===== config.mk =====
export PLATFORM = sky130hd
export DESIGN_NAME = smx_ctrl
export DESIGN_NICKNAME = d
export VERILOG_FILES = /design/src/rtl/smx_pkg.sv /design/src/rtl/smx_ctrl.sv
export SDC_FILE = /design/constraint.sdc
export NUM_CORES = 1
export LEC_CHECK = 0
export CAP_MARGIN = 30
export CORE_AREA = 2 2 39 41
export DETAILED_ROUTE_END_ITERATION = 6
export DIE_AREA = 0 0 41 43
export DONT_BUFFER_PORTS = 1
export PLACE_DENSITY = 0.45
export RECOVER_POWER = 50
export SLEW_MARGIN = 0
export SYNTH_ARGS = -nofsm -noshare
export SYNTH_HDL_FRONTEND = slang
export SYNTH_SLANG_ARGS = --single-unit

===== constraint.sdc =====
create_clock -name clk_i -period 1.4 [get_ports clk_i]
set_input_delay 0.21 -clock clk_i [delete_from_list [all_inputs] [get_ports clk_i]]
set_output_delay 0.21 -clock clk_i [all_outputs]
set_load 0.02 [all_outputs]

===== src/rtl/smx_pkg.sv =====
// ----------------------------------------------------------------------------
// smx_pkg: shared definitions for the stack machine executor
// Opcodes, word width, controller command/status bundles and opcode decode.
// ----------------------------------------------------------------------------
`default_nettype none

package smx_pkg;

  localparam int WORD_W          = 16;
  localparam int NUM_GEN         = 6;
  localparam int STACK_DEPTH_DEF = 256;

  // Opcodes
  localparam logic [4:0] OP_PUSH  = 5'd0;
  localparam logic [4:0] OP_POP   = 5'd1;
  localparam logic [4:0] OP_ADD   = 5'd2;
  localparam logic [4:0] OP_SUB   = 5'd3;
  localparam logic [4:0] OP_MUL   = 5'd4;
  localparam logic [4:0] OP_DIV   = 5'd5;
  localparam logic [4:0] OP_MOD   = 5'd6;
  localparam logic [4:0] OP_LOAD  = 5'd7;
  localparam logic [4:0] OP_STORE = 5'd8;
  localparam logic [4:0] OP_CMP   = 5'd9;
  localparam logic [4:0] OP_JMP   = 5'd10;
  localparam logic [4:0] OP_JZ    = 5'd11;
  localparam logic [4:0] OP_JNZ   = 5'd12;
  localparam logic [4:0] OP_JE    = 5'd13;
  localparam logic [4:0] OP_JNE   = 5'd14;
  localparam logic [4:0] OP_JGT   = 5'd15;
  localparam logic [4:0] OP_JLT   = 5'd16;
  localparam logic [4:0] OP_JGE   = 5'd17;
  localparam logic [4:0] OP_JLE   = 5'd18;
  localparam logic [4:0] OP_DUP   = 5'd19;
  localparam logic [4:0] OP_HALT  = 5'd20;

  // Special load indexes
  localparam logic [15:0] LD_SP = 16'd6;
  localparam logic [15:0] LD_PC = 16'd7;
  localparam logic [15:0] LD_SF = 16'd8;
  localparam logic [15:0] LD_ZF = 16'd9;

  // Controller to datapath
  typedef struct packed {
    logic latch_item;   // capture request
    logic latch_y;      // capture top of stack
    logic rd_below;     // read address one below top
    logic latch_x;      // capture second operand
    logic calc;         // register result word
    logic div_start;    // kick off divider
    logic commit;       // update state and result register
  } smx_cmd_t;

  // Datapath to controller
  typedef struct packed {
    logic halted;
    logic in_reads;     // incoming op reads the top of stack
    logic binary;       // latched op takes two operands
    logic div_nz;       // latched op is div/mod with non-zero divisor
    logic div_done;
  } smx_stat_t;

  function automatic logic op_reads(input logic [4:0] f);
    logic r;
    case (f) inside
      OP_POP, OP_STORE, OP_DUP, OP_ADD, OP_SUB, OP_MUL,
      OP_DIV, OP_MOD, OP_CMP: r = 1'b1;
      default:               r = 1'b0;
    endcase
    return r;
  endfunction

  function automatic logic op_binary(input logic [4:0] f);
    logic r;
    case (f) inside
      OP_ADD, OP_SUB, OP_MUL, OP_DIV, OP_MOD, OP_CMP: r = 1'b1;
      default:                                       r = 1'b0;
    endcase
    return r;
  endfunction

endpackage

`default_nettype wire


===== src/rtl/smx_ctrl.sv =====
// ----------------------------------------------------------------------------
// smx_ctrl: stack machine sequencer
// Steps each request through the operand reads and compute its opcode needs, then retire.
// ----------------------------------------------------------------------------
`default_nettype none

module smx_ctrl (
  input  logic               clk_i,
  input  logic               rst_ni,
  input  logic               in_valid_i,
  output logic               in_ready_o,
  output logic               out_valid_o,
  input  logic               out_ready_i,
  output smx_pkg::smx_cmd_t  cmd_o,
  input  smx_pkg::smx_stat_t stat_i
);
  import smx_pkg::*;

  localparam logic [2:0] S_IDLE = 3'd0;
  localparam logic [2:0] S_EXEC = 3'd1;
  localparam logic [2:0] S_RD2  = 3'd2;
  localparam logic [2:0] S_CALC = 3'd3;
  localparam logic [2:0] S_DIV  = 3'd4;
  localparam logic [2:0] S_WB   = 3'd5;

  logic [2:0] state_q, state_d;
  logic       out_valid_q, out_valid_d;
  logic       out_free;

  assign out_free = !out_valid_q || out_ready_i;

  always_comb begin
    state_d = state_q;
    cmd_o   = '0;
    unique case (state_q)
      S_IDLE: begin
        if (in_valid_i) begin
          cmd_o.latch_item = 1'b1;
          state_d = (!stat_i.halted && stat_i.in_reads) ? S_EXEC : S_WB;
        end
      end
      S_EXEC: begin
        cmd_o.latch_y = 1'b1;
        if (stat_i.binary) begin
          cmd_o.rd_below = 1'b1;
          state_d = S_RD2;
        end else begin
          state_d = S_WB;
        end
      end
      S_RD2: begin
        cmd_o.latch_x = 1'b1;
        state_d = S_CALC;
      end
      S_CALC: begin
        if (stat_i.div_nz) begin
          cmd_o.div_start = 1'b1;
          state_d = S_DIV;
        end else begin
          cmd_o.calc = 1'b1;
          state_d = S_WB;
        end
      end
      S_DIV: begin
        if (stat_i.div_done) begin
          cmd_o.calc = 1'b1;
          state_d = S_WB;
        end
      end
      S_WB: begin
        if (out_free) begin
          cmd_o.commit = 1'b1;
          state_d = S_IDLE;
        end
      end
      default: state_d = S_IDLE;
    endcase
  end

  always_comb begin
    out_valid_d = out_valid_q;
    if (out_ready_i) out_valid_d = 1'b0;
    if (cmd_o.commit) out_valid_d = 1'b1;
  end

  always_ff @(posedge clk_i or negedge rst_ni) begin
    if (!rst_ni) begin
      state_q     <= S_IDLE;
      out_valid_q <= 1'b0;
    end else begin
      state_q     <= state_d;
      out_valid_q <= out_valid_d;
    end
  end

  assign in_ready_o  = (state_q == S_IDLE);
  assign out_valid_o = out_valid_q;

`ifndef SYNTHESIS
  a_commit_free: assert property (@(posedge clk_i) disable iff (!rst_ni)
    cmd_o.commit |-> (!out_valid_q || out_ready_i))
    else $error("retire into occupied result register");
  a_div_wait: assert property (@(posedge clk_i) disable iff (!rst_ni)
    cmd_o.div_start |=> (state_q == S_DIV))
    else $error("divider started without wait state");
  a_accept_busy: assert property (@(posedge clk_i) disable iff (!rst_ni)
    (in_valid_i && in_ready_o) |=> !in_ready_o)
    else $error("second request taken while busy");
  a_commit_out: assert property (@(posedge clk_i) disable iff (!rst_ni)
    cmd_o.commit |=> out_valid_o)
    else $error("retired request lost");
`endif

endmodule

`default_nettype wire


Word level (Yosys, flattened, before mapping)
Cells that the tools add are included.
{"block": "totals", "input_bits": 9, "ff_bits": 4, "out_inout_bits": 9, "wordCells": 38}
{"block": "op_classes", "eq_ne": 8, "mux": 21, "n_reduce_logical": 7}
{"operator": "3-bit one-hot mux with 6 select lines", "n": 1}
{"operator": "3-bit two-way mux", "n": 5}
{"operator": "1-bit two-way mux", "n": 13}
{"operator": "3-bit by 2-bit equality test with 1-bit output (second input constant)", "n": 2}
{"operator": "3-bit equality test (second input constant)", "n": 2}
{"operator": "2-bit inequality test (second input constant)", "n": 3}
{"operator": "3-bit by 1-bit equality test with 1-bit output (second input constant)", "n": 1}
{"operator": "3-bit logical NOT", "n": 1}
{"operator": "3-bit AND reduction", "n": 1}
{"operator": "1-bit logical NOT", "n": 2}
{"operator": "2-bit two-way mux", "n": 1}
{"operator": "1-bit one-hot mux with 2 select lines", "n": 1}
{"operator": "2-bit nonzero test", "n": 1}
{"operator": "1-bit logical AND", "n": 1}
{"operator": "1-bit logical OR", "n": 1}

Logic depth before layout (Yosys ltp)
Gate-level depths: netlist of the first run.
{"block": "logic_depth", "word_depth": 5, "depth_mapped": 5}

Worst setup path before layout of the first run
Ideal clock, no wire load.
{"block": "synth_timing", "path_kind": "reg2out", "startpoint": "register state_q[2]", "endpoint": "output port cmd_o[6] in the netlist's numbering", "t_required_ns": 1.190, "arrival_ns": 1.384, "path_stages_with_launch": 4, "slack_ns": -0.194, "path_cell_list": "dfrtp_1 > buf_2 > nor3_1 > and2_1"}
{"item": "start: declaration", "line": "smx_ctrl.sv:26", "text": "logic [2:0] state_q, state_d;"}
{"item": "start signal: assignment", "line": "smx_ctrl.sv:91", "text": "state_q <= state_d;"}
{"item": "end: declaration", "line": "smx_ctrl.sv:14", "text": "output smx_pkg::smx_cmd_t cmd_o,"}

Final worst setup path of the first run
{"block": "layout_timing", "startpoint": "register state_q[1]", "endpoint": "register state_q[0]"}
{"block": "layout_via", "elab_chain_cells": 3}
{"item": "3-bit equality test or 3-bit logical NOT (tied branches)", "line": "smx_ctrl.sv:35", "text": "unique case (state_q)"}
{"item": "2-bit inequality test (no source line)"}
{"item": "3-bit AND reduction (no source line)"}
Parallel ways exist; a longest one is shown, timed or not.
A chain may end at the register's enable or synchronous reset.

==> results.toml, run 1 <==
[run_status]
status = "finished with violations"
violations = "negative setup slack"

[route]
avgViaCountPerCell = 4.84
drtIter0Drc = 5
wl_per_cell_um = 12.5
ant_nets = 0
dr_total_vias = 300
drt-pass1-iter-count = 2
drc_errors = 0
totalWireLength_um = 773

[pwr]
p_total_uw = 1120
power_density_nw_per_um2 = 2490
max-vdd-ir-drop_mv = 0.665
p_leak_uw = 0.000204

[cells_and_area]
most-common-layout-cells = "buf_4, clkbuf_4"
instances_no_fill = 62
nets = 57
multiInputGateArea_um2 = 220
final_layout_size_suffix_gt1_share_pct = 56.5
final_common_cell = "buf_4"
nFillCells = 149
antenna_cells = 0
regArea_um2 = 103
syn2layout_area_growth_pct = 43.8

[timing]
fmax_mhz = 714
max_slew.worst_pin.slew_ns = 0.252
slew_viol_final = 0
setup_ws_ns = -0.00135
grt_setup_unrepaired = "true"
setup_viol = 1
finalHoldViolCount = 0
relSlewSlack_pct = 83.2
min_period_ns = 1.40
finClkSkew_ns = 0.00385
finalCritPeriodShare_pct = 100

[clock_tree]
cts_max_level = 1
cts_buffer_depth = 2
clk_pin_slew_worst_paths_ns = 0.04
cts.sinks = 4
cts-root-buf = "clkbuf_4"
cts_tree = "done"
numCtsBuffers = 3
clk_latency_ns = 0.23

[min_path]
hold_class = "in2reg"

[global_route]
overflow = 0
grt_use_total_pct = 10.5
grt_start_max_net_pins = 11
antenna_found_initial = 0
grt_pass1_wl_um = 1280
grt_pass1_vias = 301

[critical_path]
path_max_fanout = 10
start_kind = "flop"
worstPathArrival_ns = 1.55
slowest_stage = "dfrtp_2"
worstPathCellList = "buf_4 > mux2_1 > or3_4 > o211ai_2"
endpoint_kind = "flop"
critical_path_buf_inv_count = 1
critical_path_class = "reg2reg"
critPathTopFamily = "flip-flops"
max_stage_delay_ns = 0.47
cp_data_required_time_ns = 1.55

[placed_design]
placed_cells = 55
port_buffers = 0
dp_slack_ns = 0.0780
place_hpwl_um = 572
gp_congestion = 0.678

[yosys]
ys.warnings.count = 0
yosys-top-cells-area = "dfrtp_1, buf_2, nor3_1"
synth_area_um2 = 312
syn_avg_cell_area_um2 = 8.42
synthCells = 37
yosys.area.top_type_share_pct = 32.1
yosysUniqueCellTypes = 25
synth_top_area_cell = "dfrtp_1"
ys_seq_area_share_pct = 32.1
yosys_register_bits = 4
syn_nets = 46

[floorplan]
fp.dieW_um = 41
ios = 18
initial_core_util_pct = 22.5
die_area_um2 = 1760
die_y_um = 43
core_um2 = 1380
num_rows = 14

[flow_run]
max_cap_violations = 0
[registers in the layout (all words and copies together) (netlist names)]
signal and flops:
out_valid_o 1, state_q 3
[repair_timing]
item,CTS,global route
cloned,0,0
endpoints found under the setup margin,4,6
hold endpoints to repair,4,0
pin swaps,1,0
hold buffers,1,0
gates resized for setup,7,6
buffers inserted,3,0
[final timing paths]
path | start | to | slack, ns | cells after the start
worst max-delay path | state_q[1] | state_q[0] | -0.001 | 4
worst min-delay path | in_valid_i | state_q[2] | 0.19 | 2
worst max register to register | state_q[1] | state_q[0] | -0.001 | 4
worst min register to register | state_q[0] | state_q[2] | 0.67 | 3
max in group asynchronous | rst_ni | state_q[2] | 0.96 | 1
min in group asynchronous | rst_ni | out_valid_o | 0.25 | 1
[power breakdown]
part	switching, uW	total (uW)	internal [uW]
combinational	353	691	338
sequential	107	286	179
clock	44.1	140	95.7
[cell type report]
type                       count  area share, %
clock buffer                   3           5.03
inverter                       2           1.68
timing repair buffer          10           16.8
tap                           16           4.47
sequential                     4           22.9
multi-input combinational     27           49.2
[routing by layer]
layer / vias to the layer above / global-route usage (%) / share of wire, %
met5: - / 0 / 0
met4: 0 / 4.00 / 0
met3: 0 / 3.66 / 8.3
met2: 10 / 14.4 / 45
met1: 139 / 14.6 / 47
li1: 151 / - / -
[worst reg2reg max path: cells and delay by family, from the launching register on]
kind            cells  cell delay [ns]
buf+inv             1             0.16
simple gates        1             0.33
compound gates      1             0.06
flops               1             0.47
mux                 1             0.30
[cells in the mapped netlist]
| library cell | n |
|---|---|
| nor2b_1 | 2 |
| o211ai_2 | 1 |
| o21ai_1 | 1 |
| and2_1 | 1 |
| buf_4 | 1 |
| nor2_1 | 2 |
| and3_1 | 1 |
| o2111ai_1 | 1 |
| inv_2 | 1 |
| buf_2 | 3 |
| dfrtp_1 | 4 |
| nand2_1 | 2 |
| or2_1 | 1 |
| a31o_1 | 1 |
| a211o_1 | 1 |
| or3_1 | 1 |
| mux2_1 | 1 |
| nand2b_1 | 2 |
| nand3b_1 | 2 |
| nor3_1 | 3 |
| nor3b_1 | 1 |
| and4b_1 | 1 |
| nor4b_1 | 1 |
| nand3_1 | 1 |
| inv_1 | 1 |
[metrics by stage]
step	TNS (ns)	util, %	cell area (um^2)	hold WS, ns
final	-0.00135	32.4	448	0.191
after floorplan	0	-	317	-0.0856
after global placement	0	25.9	359	-0.0855
after CTS	-0.00553	31.3	433	0.178
after detailed placement	0	25.9	359	-0.0855
after global routing	-0.174	32.4	448	0.192
[logic make-up after synthesis]
logic type,Yosys count,share of synthesized area (%)
buf+inv,6,9.64
mux,1,3.61
flops,4,32.1
simple gates,21,40.6
compound gates,5,14.1
No activity file was read; power rests on OpenSTA's default activity.
==> inputs of run 2 (changes only) <==
--- a/config.mk
+++ b/config.mk
@@ -6,11 +6,13 @@
 export NUM_CORES = 1
 export LEC_CHECK = 0
 export CAP_MARGIN = 30
+export CELL_PAD_IN_SITES_DETAIL_PLACEMENT = 1
+export CELL_PAD_IN_SITES_GLOBAL_PLACEMENT = 2
 export CORE_AREA = 2 2 39 41
 export DETAILED_ROUTE_END_ITERATION = 6
 export DIE_AREA = 0 0 41 43
 export DONT_BUFFER_PORTS = 1
-export PLACE_DENSITY = 0.45
+export PLACE_DENSITY = 0.67
 export RECOVER_POWER = 50
 export SLEW_MARGIN = 0
 export SYNTH_ARGS = -nofsm -noshare
==> run 2 against run 1 <==
Net effect: the flow still finishes with violations (negative setup slack); worst setup slack worse by 0.0013 ns; wire length up 23%; via count up 9.3%; sequential share of layout area down 0.62 points; flip-flop and latch count unchanged; combinational power up 7.1%; critical path type is now reg2out; largest cell class unchanged.
==> results.toml, run 2 (same netlist as run 1, synthesis figures left out) <==
[route]
avgViaCountPerCell = 5.21
drt-pass1-iter-count = 2
wl_per_cell_um = 15.1
ant_nets = 0
drtIter0Drc = 4
drc_errors = 0
dr_total_vias = 328
totalWireLength_um = 953

[global_route]
grt_pass1_vias = 348
grt_start_max_net_pins = 9
grt_pass1_wl_um = 1550
overflow = 0
grt_use_total_pct = 13.6
antenna_found_initial = 0

[placed_design]
gp_congestion = 0.756
port_buffers = 0
dp_slack_ns = 0.0588
place_hpwl_um = 641

[min_path]
hold_end = "state_q[2]"
holdPathStages = 2
worstHoldStart = "in_valid_i"
hold_class = "in2reg"

[critical_path]
reg2reg_slack_ns = 0.11
worstPathArrival_ns = 1.19
max_stage_delay_ns = 0.46
regToRegEndpoint = "state_q[0]"
endpoint_kind = "primary output"
reg2reg_from = "state_q[1]"
critPathTopFamily = "flip-flops"
start_kind = "flop"
worstPathCellList = "buf_6 > and4b_2"
path_max_fanout = 6
cp_data_required_time_ns = 1.19
critical_path_class = "reg2out"
slowest_stage = "dfrtp_2"
ff2ff_path_depth = 3
critical_path_buf_inv_count = 1

[cells_and_area]
multiInputGateArea_um2 = 215
most-common-layout-cells = "buf_4, clkbuf_4"
syn2layout_area_growth_pct = 47.8
nets = 58
nFillCells = 171
antenna_cells = 0
final_layout_size_suffix_gt1_share_pct = 55.3
top_register = "state_q"
regArea_um2 = 103
final_common_cell = "buf_4"
largest_register_ff_count = 3

[floorplan]
core_um2 = 1380
fp.dieW_um = 41
initial_core_util_pct = 22.5
die_area_um2 = 1760
ios = 18
num_rows = 14
die_y_um = 43

[timing]
setup_ws_ns = -0.00266
finClkSkew_ns = 0.00415
relSlewSlack_pct = 83.7
setup_viol = 1
max_slew.worst_pin.slew_ns = 0.244
grt_setup_unrepaired = "true"
finalCritPeriodShare_pct = 100
finalHoldViolCount = 0
fmax_mhz = 713
slew_viol_final = 0
min_period_ns = 1.40
tns_ns = -0.00266

[clock_tree]
clk_latency_ns = 0.24
numCtsBuffers = 3
cts-root-buf = "clkbuf_4"
cts_max_level = 1
cts_buffer_depth = 2
cts_tree = "done"
cts.sinks = 4
clk_pin_slew_worst_paths_ns = 0.04

[run_status]
violations = "negative setup slack"
status = "finished with violations"

[pwr]
max-vdd-ir-drop_mv = 0.747
p_leak_uw = 0.000212
power_density_nw_per_um2 = 2570

[flow_run]
max_cap_violations = 0
run 2: cell type report:
| type | count | area share, % |
|---|---|---|
| Inverter | 2 | 1.63 |
| Multi-Input combinational cell | 27 | 46.7 |
| Clock buffer | 3 | 4.89 |
| Timing Repair Buffer | 11 | 20.1 |
| Tap cell | 16 | 4.35 |
| Sequential cell | 4 | 22.3 |
run 2: worst max-delay path by stage:
stage	from	to	depth (start not counted)	slack, ns
2_1_floorplan	state_q[2]	cmd_o[6]	3	0.01
3_3_place_gp	state_q[1]	state_q[0]	3	0.07
3_5_place_dp	state_q[1]	state_q[0]	3	0.06
4_1_cts	state_q[2]	cmd_o[2]	2	-0.03
5_1_grt	out_valid_o	cmd_o[0]	3	-0.05
6_report	state_q[2]	cmd_o[1]	2	-0.003
run 2: layer usage:
| layer | vias to the layer above | track usage, % | wire [um] |
|---|---|---|---|
| met5 | - | 0 | 0 |
| met4 | 0 | 16.0 | 31 |
| met3 | 4 | 0.524 | 55 |
| met2 | 11 | 18.4 | 516 |
| met1 | 163 | 16.4 | 350 |
| li1 | 150 | - | - |
run 2: timing repair:
action | CTS | global route
gates cloned | 0 | 0
gates resized for setup | 12 | 4
pin swaps | 1 | 1
endpoints found under the hold margin | 4 | 0
buffers inserted | 4 | 0
endpoints found under the setup margin | 5 | 7
hold buffers | 1 | 0
run 2: through the flow:
step           area (um^2)  std cells  hold WS [ns]  util [%]  total power [uW]
6_report               460         63         0.163      33.3              1190
3_5_place_dp           359         55       -0.0855      25.9               852
2_1_floorplan          317         37       -0.0856         -               705
3_3_place_gp           359         55       -0.0855      25.9               842
4_1_cts                453         63         0.155      32.7              1180
5_1_grt                460         63         0.171      33.3              1280
run 2: power by group:
| group | total, uW | switching, uW | internal [uW] |
|---|---|---|---|
| sequential | 294 | 116 | 179 |
| clock | 151 | 54.3 | 96.4 |
| combinational | 740 | 364 | 376 |
run 2: worst register-to-register path, stage by stage (launching register included):
cell and delay [ns]:
dfrtp_2 0.46, mux2_1 0.35, or3_1 0.33, o211ai_2 0.07
==> inputs of run 3 (changes only) <==
--- a/config.mk
+++ b/config.mk
@@ -5,14 +5,15 @@
 export SDC_FILE = /design/constraint.sdc
 export NUM_CORES = 1
 export LEC_CHECK = 0
+export BUFFER_PORTS_ARGS = -buffer_cell sky130_fd_sc_hd__clkbuf_2
 export CAP_MARGIN = 30
 export CELL_PAD_IN_SITES_DETAIL_PLACEMENT = 1
 export CELL_PAD_IN_SITES_GLOBAL_PLACEMENT = 2
-export CORE_AREA = 2 2 39 41
+export CORE_MARGIN = 2
+export CORE_UTILIZATION = 20
 export DETAILED_ROUTE_END_ITERATION = 6
-export DIE_AREA = 0 0 41 43
-export DONT_BUFFER_PORTS = 1
-export PLACE_DENSITY = 0.67
+export GPL_TIMING_DRIVEN = 0
+export PLACE_DENSITY = 0.78
 export RECOVER_POWER = 50
 export SLEW_MARGIN = 0
 export SYNTH_ARGS = -nofsm -noshare
==> run 3 against run 2 <==
Net effect: the flow still finishes with violations (negative setup slack); sequential power down 25%; wire length grew 19%; core utilization increased by 9.7 points; final area is 39% higher; cell count up 30%; die area increased by 7.2%; sequential share of layout area decreased by 6.6 points; critical endpoint is now cmd_o[2]; largest power group unchanged.
==> results.toml, run 3 (same netlist as run 1, synthesis figures left out) <==
[run_status]
status = "finished with violations"
violations = "negative setup slack"

[floorplan]
num_rows = 14
fp.dieW_um = 43.5
ios = 18
initial_core_util_pct = 20.9
die_area_um2 = 1890
die_y_um = 43.5
core_um2 = 1490

[critical_path]
worstPathArrival_ns = 1.29
endpoint_kind = "primary output"
start_kind = "flop"
cp_data_required_time_ns = 1.19
reg2reg_from = "state_q[1]"
reg2reg_slack_ns = 0.05
path_max_fanout = 5
cp-startpoint = "state_q[2]"
regToRegEndpoint = "state_q[0]"
critical_path_class = "reg2out"
ff2ff_path_depth = 4

[clock_tree]
cts-root-buf = "clkbuf_4"
cts_max_level = 1
clk_latency_ns = 0.24
cts_buffer_depth = 2
clk_pin_slew_worst_paths_ns = 0.04
cts_tree = "done"
numCtsBuffers = 3
cts.sinks = 4

[pwr]
p_sw_uw = 655
power_density_nw_per_um2 = 2410
p_leak_uw = 0.000312
pwr-share-seq_pct = 14.3
max-vdd-ir-drop_mv = 0.805
p_int_uw = 885
p_sw_share_pct = 42.5
combPwrFrac_pct = 75.9
p_clk_share_pct = 9.8

[cells_and_area]
antenna_cells = 0
syn2layout_area_growth_pct = 105
nets = 77
nFillCells = 169
final_layout_size_suffix_gt1_share_pct = 65.2
most-common-layout-cells = "buf_4, clkbuf_2, buf_6"
final_common_cell = "buf_4"
largest_register_ff_count = 3
top_register = "state_q"

[timing]
min_period_ns = 1.50
finalHoldViolCount = 0
tns_ns = -0.432
fmax_mhz = 668
slew_viol_final = 0
grt_setup_unrepaired = "true"
finClkSkew_ns = 0.00219
relSlewSlack_pct = 86.0
max_slew.worst_pin.slew_ns = 0.209
finalCritPeriodShare_pct = 107
hold_ws_ns = 0.271
setup_viol = 6
setup_ws_ns = -0.0977

[min_path]
worstHoldStart = "stat_i[4]"
holdPathStages = 3
hold_end = "state_q[2]"
hold_class = "in2reg"

[global_route]
grt_start_max_net_pins = 11
met3_usage_pct = 5.00
antenna_found_initial = 0
grt_use_total_pct = 12.3
grt_busiest_layer = "met2"
use_met1_pct = 15.3
gr-usage-met2_pct = 20.6
overflow = 0
grt_pass1_vias = 383
grt_pass1_wl_um = 1680

[route]
dr_total_vias = 390
wl_per_cell_um = 13.8
ant_nets = 0
drtIter0Drc = 2
totalWireLength_um = 1130
drc_errors = 0
avgViaCountPerCell = 4.76
drt-pass1-iter-count = 2

[flow_run]
max_cap_violations = 0

[placed_design]
gp_congestion = 0.706
place_hpwl_um = 710
port_buffers = 17
dp_slack_ns = -0.118
==> run 3: worst max-delay path by stage <==
stage | end | slack, ns | depth (start not counted)
final | cmd_o[2] | -0.1 | 4
after global routing | cmd_o[0] | -0.16 | 5
after CTS | cmd_o[2] | -0.10 | 4
after detailed placement | cmd_o[0] | -0.12 | 6
after global placement | cmd_o[0] | -0.08 | 6
after floorplan | cmd_o[6] | 0.01 | 3
==> run 3: routing by layer <==
| metal | part of all wire (%) | vias to the layer above |
|---|---|---|
| met1 | 44 | 187 |
| met2 | 49 | 15 |
| met4 | 0 | 0 |
| li1 | - | 188 |
| met3 | 6.4 | 0 |
| met5 | 0 | - |
==> run 3: power groups by stage <==
stage | Combinational (uW) | Sequential, uW | Clock [uW]
CTS | 920 | 207 | 156
finish | 1170 | 220 | 151
detailed placement | 700 | 199 | 0
floorplan | 496 | 209 | 0
global route | 1260 | 227 | 166
global placement | 687 | 200 | 0
==> run 3: critical path, cell delays in order (launching register included) <==
cell	delay, ns
dfrtp_1	0.40
buf_6	0.15
nor2b_4	0.13
a31o_1	0.21
clkbuf_8	0.15
==> run 3: layout make-up <==
type | instances | area (um^2) | share of cell area (%)
Sequential cell | 4 | 100 | 15.7
Buffer | 3 | 33.8 | 5.28
Clock buffer | 3 | 22.5 | 3.52
Timing Repair Buffer | 27 | 213 | 33.3
Inverter | 2 | 10.0 | 1.57
Multi-Input combinational cell | 27 | 240 | 37.6
Tap cell | 16 | 20.0 | 3.13
==> run 3: what timing repair did <==
item	in CTS	in global routing
buffers inserted	3	4
cloned	1	1
pin swaps	3	3
endpoints found under the hold margin	4	0
endpoints found under the setup margin	6	8
resized for setup	21	17
hold buffers	1	0
==> run 3: metrics by stage <==
stage	total power (uW)	util (%)	std cells	instance area, um^2
2_1_floorplan	705	-	37	317
3_3_place_gp	886	28.3	70	422
3_5_place_dp	899	28.3	70	422
4_1_cts	1280	37.1	77	552
5_1_grt	1650	42.9	82	639
6_report	1540	42.9	82	639
